$ cat src/rtl/core/pau_pkg.sv
// Shared types and pixel arithmetic for the 2x pixel-art upscaler.
// No dependencies; imported by every module of the block.
package pau_pkg;

  typedef logic [23:0] pixel_t;

  // Bit 0 of each 8-bit channel, and the two low bits of each channel.
  localparam pixel_t LSB_MASK  = 24'h010101;
  localparam pixel_t LOW2_MASK = 24'h030303;

  // One source column: rows -1, 0, +1, +2 around the center row.
  typedef struct packed {
    logic   line_start;
    pixel_t pixel_above;
    pixel_t pixel_center_row;
    pixel_t pixel_below;
    pixel_t pixel_below_two;
  } col_t;

  // One 2x2 output block.
  typedef struct packed {
    pixel_t top_left;
    pixel_t top_right;
    pixel_t bottom_left;
    pixel_t bottom_right;
  } blk_t;

  // 4x4 source window, named by row: i e f j / g a b k / h c d l / m n o p.
  typedef struct packed {
    pixel_t i, e, f, j;
    pixel_t g, a, b, k;
    pixel_t h, c, d, l;
    pixel_t m, n, o, p;
  } window_t;

  // Per-channel floor((a + b) / 2).
  function automatic pixel_t avg2(pixel_t a, pixel_t b);
    logic [24:0] sum;
    sum = {1'b0, a} + {1'b0, b} - {1'b0, (a ^ b) & LSB_MASK};
    return sum[24:1];
  endfunction

  // Per-channel floor((a + b + c + d) / 4).
  function automatic pixel_t avg4(pixel_t a, pixel_t b, pixel_t c, pixel_t d);
    pixel_t      low;
    logic [25:0] sum;
    // Carries out of a channel's low two bits are masked away.
    low = ((a & LOW2_MASK) + (b & LOW2_MASK) + (c & LOW2_MASK) + (d & LOW2_MASK))
          & LOW2_MASK;
    sum = {2'b00, a} + {2'b00, b} + {2'b00, c} + {2'b00, d} - {2'b00, low};
    return sum[25:2];
  endfunction

  // Neighbor vote term: +1 when p misses q or s, -1 when o misses either.
  function automatic logic signed [1:0] vote(pixel_t p, pixel_t o, pixel_t q, pixel_t s);
    logic [1:0]        np;
    logic [1:0]        no;
    logic signed [1:0] r;
    np = 2'd0;
    no = 2'd0;
    if (p == q) np = np + 2'd1;
    else if (o == q) no = no + 2'd1;
    if (p == s) np = np + 2'd1;
    else if (o == s) no = no + 2'd1;
    r = 2'sd0;
    if (np <= 2'd1) r = r + 2'sd1;
    if (no <= 2'd1) r = r - 2'sd1;
    return r;
  endfunction

endpackage

$ cat src/rtl/core/pau_window.sv
// Sliding 4x4 source window and line warm-up tracking.
// Depends on pau_pkg for col_t and window_t.
module pau_window (
  input  logic             clk,
  input  logic             rst,
  input  logic             take,
  input  logic             drain,
  input  pau_pkg::col_t    col,
  output pau_pkg::window_t win,
  output logic             loaded
);
  import pau_pkg::*;

  logic [1:0] seen;
  logic [1:0] seen_base;
  logic [1:0] seen_next;
  logic       primed;

  // A line start discards the count of the previous line.
  assign seen_base = col.line_start ? 2'd0 : seen;
  assign primed    = (seen_base == 2'd3);
  assign seen_next = primed ? seen_base : seen_base + 2'd1;

  always_ff @(posedge clk) begin
    if (rst) begin
      seen   <= 2'd0;
      loaded <= 1'b0;
    end else if (take) begin
      seen   <= seen_next;
      loaded <= primed;
    end else if (drain) begin
      loaded <= 1'b0;
    end
  end

  // Shift every row one column left, new column enters on the right.
  always_ff @(posedge clk) begin
    if (take) begin
      win.i <= win.e;  win.e <= win.f;  win.f <= win.j;  win.j <= col.pixel_above;
      win.g <= win.a;  win.a <= win.b;  win.b <= win.k;  win.k <= col.pixel_center_row;
      win.h <= win.c;  win.c <= win.d;  win.d <= win.l;  win.l <= col.pixel_below;
      win.m <= win.n;  win.n <= win.o;  win.o <= win.p;  win.p <= col.pixel_below_two;
    end
  end

endmodule

$ cat src/rtl/core/pau_kernel.sv
// 2xSaI decision and blending logic for one 4x4 window.
// Depends on pau_pkg for window_t, blk_t and the average/vote functions.
module pau_kernel (
  input  pau_pkg::window_t win,
  output pau_pkg::blk_t    blk
);
  import pau_pkg::*;

  pixel_t            tr;
  pixel_t            bl;
  pixel_t            br;
  pixel_t            ab;
  pixel_t            ac;
  pixel_t            abcd;
  logic signed [3:0] r;

  assign ab   = avg2(win.a, win.b);
  assign ac   = avg2(win.a, win.c);
  assign abcd = avg4(win.a, win.b, win.c, win.d);

  always_comb begin
    r = 4'(vote(win.a, win.b, win.g, win.e)) - 4'(vote(win.b, win.a, win.k, win.f))
      - 4'(vote(win.b, win.a, win.h, win.n)) + 4'(vote(win.a, win.b, win.l, win.o));
  end

  always_comb begin
    tr = ab;
    bl = ac;
    br = abcd;
    if (win.a == win.d && win.b != win.c) begin
      if ((win.a == win.e && win.b == win.l) ||
          (win.a == win.c && win.a == win.f && win.b != win.e && win.b == win.j))
        tr = win.a;
      if ((win.a == win.g && win.c == win.o) ||
          (win.a == win.b && win.a == win.h && win.g != win.c && win.c == win.m))
        bl = win.a;
      br = win.a;
    end else if (win.b == win.c && win.a != win.d) begin
      if ((win.b == win.f && win.a == win.h) ||
          (win.b == win.e && win.b == win.d && win.a != win.f && win.a == win.i))
        tr = win.b;
      if ((win.c == win.h && win.a == win.f) ||
          (win.c == win.g && win.c == win.d && win.a != win.h && win.a == win.i))
        bl = win.c;
      br = win.b;
    end else if (win.a == win.d && win.b == win.c) begin
      if (win.a == win.b) begin
        tr = win.a;
        bl = win.a;
        br = win.a;
      end else if (r > 4'sd0) begin
        br = win.a;
      end else if (r < 4'sd0) begin
        br = win.b;
      end
    end else begin
      if (win.a == win.c && win.a == win.f && win.b != win.e && win.b == win.j)
        tr = win.a;
      else if (win.b == win.e && win.b == win.d && win.a != win.f && win.a == win.i)
        tr = win.b;
      if (win.a == win.b && win.a == win.h && win.g != win.c && win.c == win.m)
        bl = win.a;
      else if (win.c == win.g && win.c == win.d && win.a != win.h && win.a == win.i)
        bl = win.c;
    end
  end

  assign blk.top_left     = win.a;
  assign blk.top_right    = tr;
  assign blk.bottom_left  = bl;
  assign blk.bottom_right = br;

endmodule

$ cat src/rtl/core/pixel_art_2x_upscaler.sv
// A column accepted into the window register passes, as its 2x2 block, into the
// result register, from which the receiver takes it.
// One column per cycle while col_stall is low; one block per column from the fourth
// column of a line on, none for the first three columns.
// The window register is the input stage, the block register the result stage.
// Reset (rst, synchronous) empties both stages and clears the line count.
module pixel_art_2x_upscaler (
  input  logic           clk,
  input  logic           rst,
  input  logic           col_valid,
  output logic           col_stall,
  input  pau_pkg::col_t  col,
  output logic           blk_valid,
  input  logic           blk_stall,
  output pau_pkg::blk_t  blk
);
  import pau_pkg::*;

  window_t win;
  blk_t    blk_next;
  logic    loaded;
  logic    hold;
  logic    take;
  logic    drain;

  // Hold the window while its block cannot move into the result register.
  assign hold      = blk_valid && blk_stall;
  assign col_stall = loaded && hold;
  assign take      = col_valid && !col_stall;
  assign drain     = loaded && !hold;

  pau_window u_window (
    .clk    (clk),
    .rst    (rst),
    .take   (take),
    .drain  (drain),
    .col    (col),
    .win    (win),
    .loaded (loaded)
  );

  pau_kernel u_kernel (
    .win (win),
    .blk (blk_next)
  );

  always_ff @(posedge clk) begin
    if (rst) begin
      blk_valid <= 1'b0;
    end else if (drain) begin
      blk_valid <= 1'b1;
    end else if (!blk_stall) begin
      blk_valid <= 1'b0;
    end
  end

  always_ff @(posedge clk) begin
    if (drain) begin
      blk <= blk_next;
    end
  end

`ifndef ASSERT_OFF
  a_reset_empty: assert property (@(posedge clk) $past(rst) |-> !blk_valid)
    else $error("result valid right after reset");

  a_stall_cause: assert property (@(posedge clk) disable iff (rst)
    col_stall |-> (blk_valid && loaded))
    else $error("input stalled without a blocked window");

  a_result_source: assert property (@(posedge clk) disable iff (rst)
    $rose(blk_valid) |-> $past(loaded))
    else $error("result raised without a loaded window");

  a_line_warmup: assert property (@(posedge clk) disable iff (rst)
    (take && col.line_start) |=> !loaded)
    else $error("window loaded on first column of a line");
`endif

endmodule

$ cat config.mk
export PLATFORM = sky130hd
export DESIGN_NAME = pixel_art_2x_upscaler
export DESIGN_NICKNAME = d
export VERILOG_FILES = /design/src/rtl/core/pau_pkg.sv /design/src/rtl/core/pau_window.sv /design/src/rtl/core/pau_kernel.sv /design/src/rtl/core/pixel_art_2x_upscaler.sv
export SDC_FILE = /design/constraint.sdc
export NUM_CORES = 1
export LEC_CHECK = 0
export BUFFER_PORTS_ARGS = -buffer_cell sky130_fd_sc_hd__buf_2
export CORE_AREA = 3 3 262 264
export CTS_BUF_LIST = sky130_fd_sc_hd__clkbuf_4
export DETAILED_ROUTE_END_ITERATION = 10
export DIE_AREA = 0 0 265 267
export PLACE_DENSITY_LB_ADDON = 0.12
export SYNTH_ARGS = -nofsm -noshare
export SYNTH_HDL_FRONTEND = slang
export SYNTH_SLANG_ARGS = --single-unit
$ cat constraint.sdc
create_clock -name clk -period 12.7 [get_ports clk]
set_clock_uncertainty 0.1 [all_clocks]
set_input_delay 0 -clock clk [delete_from_list [all_inputs] [get_ports clk]]
set_output_delay 0 -clock clk [all_outputs]
set_load 0.01 [all_outputs]
Word-level counts from Yosys, hierarchy flattened
Index checks and enable logic that the tools add are counted.
{"block": "totals", "register_bits": 484, "inputBits": 101, "output_inout_bits": 98, "elab_cells": 188}
{"block": "classes", "addsub": 27, "order_cmp": 10, "eq_ne": 36, "mux": 60, "bitwise_logic": 2, "reduce_logical": 30}
{"cell": "$eq 24x24->1", "count": 28}
{"cell": "$mux 24", "count": 22}
{"cell": "$ne 24x24->1", "count": 6}
{"cell": "$add 24x24->25", "count": 3}
{"cell": "$add 18x18->18", "count": 3}
{"cell": "$sub 25x17->25", "count": 2}
{"cell": "$mux 2", "count": 22}
{"cell": "$xor 17x17->17", "count": 2}
{"cell": "$add 25x24->26", "count": 1}
{"cell": "$add 26x24->26", "count": 1}
{"cell": "$sub 26x18->26", "count": 1}
{"cell": "$logic_and 1x1->1", "count": 23}
{"cell": "$le 2x1->1 const B", "count": 8}
{"cell": "$mux 1", "count": 16}
{"cell": "$add 2x1->2 const B", "count": 5}
{"cell": "$add 1x1->2 const B", "count": 4}
{"cell": "$sub 1x1->2 const B", "count": 4}
{"cell": "$add 4x2->4", "count": 1}
{"cell": "$gt 4x1->1 const B", "count": 1}
{"cell": "$logic_or 1x1->1", "count": 4}
{"cell": "$lt 4x1->1 const B", "count": 1}
{"cell": "$sub 3x2->4", "count": 1}
{"cell": "$sub 2x2->3", "count": 1}
{"cell": "$eq 2x2->1 const B", "count": 1}
{"cell": "3 further kinds", "count": 4}

Logic depth before layout (Yosys ltp)
{"block": "depth", "ltp_word": 18, "ltp_mapped": 22, "mapped_depth_nobuf": 21}

Hierarchy
Synthesis repeated with hierarchy kept, for this count alone.
{"block": "unflattened", "hier_cells": 3103, "area_unflattened_um2": 33004.2}
{"module": "pau_kernel", "instances": 1, "cells_each": 2606, "area_per_inst_um2": 18421.4}
{"module": "pau_window", "instances": 1, "cells_each": 395, "area_per_inst_um2": 11643.7}
{"module": "pixel_art_2x_upscaler", "instances": 1, "cells_each": 102, "area_per_inst_um2": 2939.1}

Least setup slack after synthesis
Ideal clock, no wire load.
{"block": "synth_timing", "path_type": "reg2reg", "start": "register blk_valid", "end": "register u_window.seen[1]", "setup_ps": 183, "t_arrival_ps": 12100, "required_ps": 12417, "path_slack_ps": 317, "path_stages_with_launch": 6, "n_path_buf": 1, "path_cell_list": "dfxtp_1 -> nand3_1 -> and2_1 -> clkbuf_1 -> a21oi_1 -> a211oi_1"}
{"block": "synth_via", "elab_chain_len": 4}
{"element": "from (decl)", "line_no": "pixel_art_2x_upscaler.sv:13", "source": "output logic blk_valid,"}
{"element": "from (signal assigned)", "line_no": "pixel_art_2x_upscaler.sv:49", "source": "blk_valid <= 1'b0;"}
{"element": "from (signal assigned)", "line_no": "pixel_art_2x_upscaler.sv:51", "source": "blk_valid <= 1'b1;"}
{"element": "from (signal assigned)", "line_no": "pixel_art_2x_upscaler.sv:53", "source": "blk_valid <= 1'b0;"}
{"element": "$logic_and 1x1->1", "line_no": "pixel_art_2x_upscaler.sv:27", "source": "assign hold = blk_valid && blk_stall;"}
{"element": "$logic_and 1x1->1", "line_no": "pixel_art_2x_upscaler.sv:28", "source": "assign col_stall = loaded && hold;"}
{"element": "$logic_not 1->1", "line_no": "pixel_art_2x_upscaler.sv:29", "source": "assign take = col_valid && !col_stall;"}
{"element": "$logic_and 1x1->1", "line_no": "pixel_art_2x_upscaler.sv:29"}
{"element": "named net take", "line_no": "pixel_art_2x_upscaler.sv:23", "source": "logic take;"}
{"element": "to (signal assigned)", "line_no": "pau_window.sv:29", "source": "seen <= seen_next;"}
{"element": "to (decl)", "line_no": "pau_window.sv:14", "source": "logic [1:0] seen;"}
The timed path passes the listed nets, and every way through them passes these cells.
A chain may end at the register's enable or synchronous reset.

==> results.md <==
Clock tree:
- For this design, the CTS-stage hold fixing added 201 buffers.
- The clock latency reported for the late side of the worst-skew pair is 1.02 ns.
- The total clock sinks is 484.
- The number of post-CTS setup repair buffers is 0.
- The tree is rooted in a clkbuf_4.
- The number of buffers created by CTS is 134.
- The CTS tree is yes.
- The clock passes through at most 3 buffers.
- The clock slew at the register clock pins of the worst setup and hold paths is 0.06 ns.
- The H-tree was split into 4 levels.
- Once the clock tree was built, the resizer swapped 0 gates to a different size.

Die:
- The area of the core is 66800 um^2.
- The height of the die is 267 um.
- For this configuration, the core starts out at a cell density of 0.496.
- The floorplan has 95 rows.
- The horizontal extent of the die is 265 um.
- In this run the count of I/O pins placed on the die edge is 199.
- The die area is 70800 um^2.

Synthesis:
- Sorting the synthesized cells by area gives the leading types as edfxtp_1 44%, xnor2_1 9.5%, xor2_1 8.6%.
- The combined area of all synthesized cells is 33100 um^2.
- The area share of the largest cell type after synthesis is 0.435.
- The flip-flop and latch count after synthesis is 484.
- In the post-synthesis netlist, the cell with the most instances is edfxtp_1.
- The average instance in the mapped netlist occupies 10.5 um^2.
- For this run, the register share of the synthesized area comes to 0.438.
- The number of warnings printed during yosys synthesis is 0.
- The synthesized net count is 3456.
- The largest total area in the synthesized netlist belongs to edfxtp_1.
- The async set or reset register ratio after synthesis is 0.
- For this run, the leading register cell type out of synthesis is edfxtp_1.
- Synthesis produced 3143 cells.
- Yosys mapped a number of flops with a built-in enable equal to 480.
- Ranked by instance count, the synthesized netlist is headed by 480 x edfxtp_1, 358 x xnor2_1, 324 x xor2_1, 267 x inv_1, 169 x nand2_1.
- The number of distinct library cells after synthesis is 82.

Routing:
- The first-pass iteration count of the detailed router is 6.
- Summed over all layers, the routed wires come to 145000 um.
- Dividing the detail-routed via count by the number of cells gives 6.37.
- For this run, design rule violations remaining after detail routing come to 0.
- The total number of vias is 28900.
- The number of antenna-violating nets in the routed design is 0.
- After detailed routing, the average wire length per cell comes to 32.0 um.
- After the first detailed-routing iteration, the DRC count stood at 3738.

Cells and area:
- The final layout contains 3881 nets.
- The finished layout cell area is 38900 um^2.
- The count of cells in the finished layout, fillers not included, comes to 4536.
- For this run, the share of the core covered by cells in the final layout is 0.582.
- Of the cells placed in the final design, the portion with a size suffix greater than 1 is 0.147.
- The area added between synthesis and finish is 17.3%.

Run status:
- The run finished with clean final reports.

STA:
- Hold is met by 0.145 ns.
- The actual transition at the worst max-transition pin is 1.23 ns.
- Setup violations remaining at the end of the flow were counted as 0.
- The worst path in the final design needs a cycle of 7.22 ns, including I/O delays and setup.
- Setup repair after global routing left no endpoint under its margin.
- The count of endpoints failing hold in the final timing report is 0.
- Timing would allow up to 0.139 GHz.
- The final max-slew violation count is 0.
- The final-layout setup total negative slack is 0 ns.
- Headroom to the max-slew limit came out at 0.177.
- Dividing the final minimum period by the clock period gives 0.568.

GRT:
- Entering global routing, the biggest net connects 166 pins.
- The initial antenna violation count came to 5.
- The via count of the first global-routing pass was 28200.
- The total global routing track utilization is 0.405.
- The first global-routing pass estimated 204000 um of wire.
- The total grt overflow is 0.

Worst hold path:
- The path with the worst hold slack has its endpoint at u_window.win[203].
- The worst hold path passes through 3 cells.
- The launch point of the worst hold path is col[59].
- The worst min-delay path class is in2reg.

Critical path:
- The startpoint type of the worst setup path is a register.
- Counting cells, the worst reg-to-reg path comes to 17.
- Of all nets on the critical path, the largest fanout is 22.
- The worst setup path is captured at a register.
- Data arrives at the worst endpoint at 7.81 ns.
- The beginning of the worst register-to-register path is u_window.win[257].
- The worst register-to-register path has a setup slack of 5.48 ns.
- The worst reg2reg path endpoint is blk[22].
- The path type of the worst setup path is reg2reg.
- The data required time at the worst endpoint is 13.30 ns.

Place:
- At the end of routability-driven placement, the weighted congestion stood at 1.01.
- The HPWL reported at the end of detailed placement is 98900 um.
- The cell area after placement is 35200 um^2.
- The number of buffers added on ports is 198.
- The number of placed cells counting well taps is 4104.

Power and ir drop:
- The total power per unit cell area is 148 nW/um^2.
- For this design the static power due to leakage is 15.1 nW.
- Across the VDD grid, the largest voltage drop is 0.114 mV.

Run:
- The count of max-cap constraint violations is 0.
==> stage by stage <==
| step | worst slack [ns] | total power [W] |
|---|---|---|
| 3_5_place_dp | 5.67 | 0.00421 |
| 2_1_floorplan | 0.317 | 0.00354 |
| 6_report | 5.48 | 0.00576 |
| 3_3_place_gp | 5.77 | 0.00419 |
| 4_1_cts | 5.63 | 0.00570 |
| 5_1_grt | 5.05 | 0.00603 |
==> cells in the final DEF (no fill, tap or decap), drive strengths merged, types with 15 or more instances in the layout <==
cell type    netlist  routed
nand3             26      26
a21oi            159     159
nor3              43      43
clkinv             0      28
nand4            110     110
a22oi             30      30
nor2             132     132
fa                64      64
a211oi            19      19
xnor2            358     358
edfxtp           480     480
buf               72     288
inv              267     276
o22ai             18      18
ha               148     148
a21o              29      29
xor2             324     324
a31oi             33      33
nor4             109     109
and3              15      15
nand2            169     169
mux2i             34      34
o21ai            113     113
o211ai            26      26
clkbuf           128     186
dlygate4sd3        0     201
==> sequential cells by signal, indices dropped and copies added, names as in the netlist <==
name,count
u_window.win,384
blk,96
u_window.loaded,1
blk_valid,1
u_window.seen,2
==> kinds of logic (layout without fill, tap and decap cells) <==
| logic type | Yosys count | in the layout | synth area share |
|---|---|---|---|
| compound gates | 571 | 571 | 0.113 |
| xor+xnor | 682 | 682 | 0.180 |
| fa+ha+maj | 212 | 212 | 0.0946 |
| buf+inv | 467 | 981 | 0.0548 |
| flops | 484 | 484 | 0.438 |
| mux | 46 | 46 | 0.0144 |
| other cells | 0 | 6 | 0 |
| simple gates | 681 | 681 | 0.105 |
==> per-layer routing <==
| metal | track usage | part of all wire | up-vias | wire length, um |
|---|---|---|---|---|
| li1 | - | - | 12200 | - |
| met1 | 0.519 | 0.38 | 14100 | 55100 |
| met2 | 0.601 | 0.43 | 2146 | 62000 |
| met3 | 0.125 | 0.12 | 530 | 17500 |
| met4 | 0.255 | 0.071 | 0 | 10300 |
| met5 | 0 | 0 | - | 0 |
==> cell type report <==
class / count / area, um^2
Sequential cell: 484 / 14500
Inverter: 267 / 1000
Multi-Input combinational cell: 2192 / 16900
Fill cell: 5682 / 27900
Clock inverter: 39 / 283
Antenna cell: 6 / 15.0
Timing Repair Buffer: 489 / 3690
Clock buffer: 186 / 1400
Tap cell: 873 / 1090
==> worst max-delay path, cell delays in order (launching register included) <==
cell	delay, ns
edfxtp_1	1.09
buf_4	0.32
xor2_1	0.08
nor4_1	0.20
nand4_1	0.15
or2_1	0.33
o41ai_1	0.81
fa_1	0.57
fa_1	0.40
inv_1	0.12
ha_1	0.25
a21o_1	0.18
a21oi_1	0.17
xnor2_1	0.13
xnor2_2	0.91
nand2_1	0.26
o21ai_0	0.59
a222oi_1	0.22
==> power breakdown <==
part	leakage (nW)	switching, W	internal [W]
Combinational	9.48	0.00135	0.000903
Sequential	4.65	0.000133	0.00193
Clock	0.988	0.000728	0.000713
Total	15.1	0.00221	0.00354
==> worst max path at each step <==
stage | to | startpoint | slack (ns) | cells after the start
floorplan | u_window.seen[1] | blk_valid | 0.32 | 5
global placement | blk[6] | u_window.win[257] | 5.77 | 18
detailed placement | blk[22] | u_window.win[257] | 5.67 | 17
CTS | blk[22] | u_window.win[257] | 5.63 | 17
global route | blk[22] | u_window.win[257] | 5.05 | 17
finish | blk[22] | u_window.win[257] | 5.48 | 17
No activity file was read; power rests on OpenSTA's default activity.
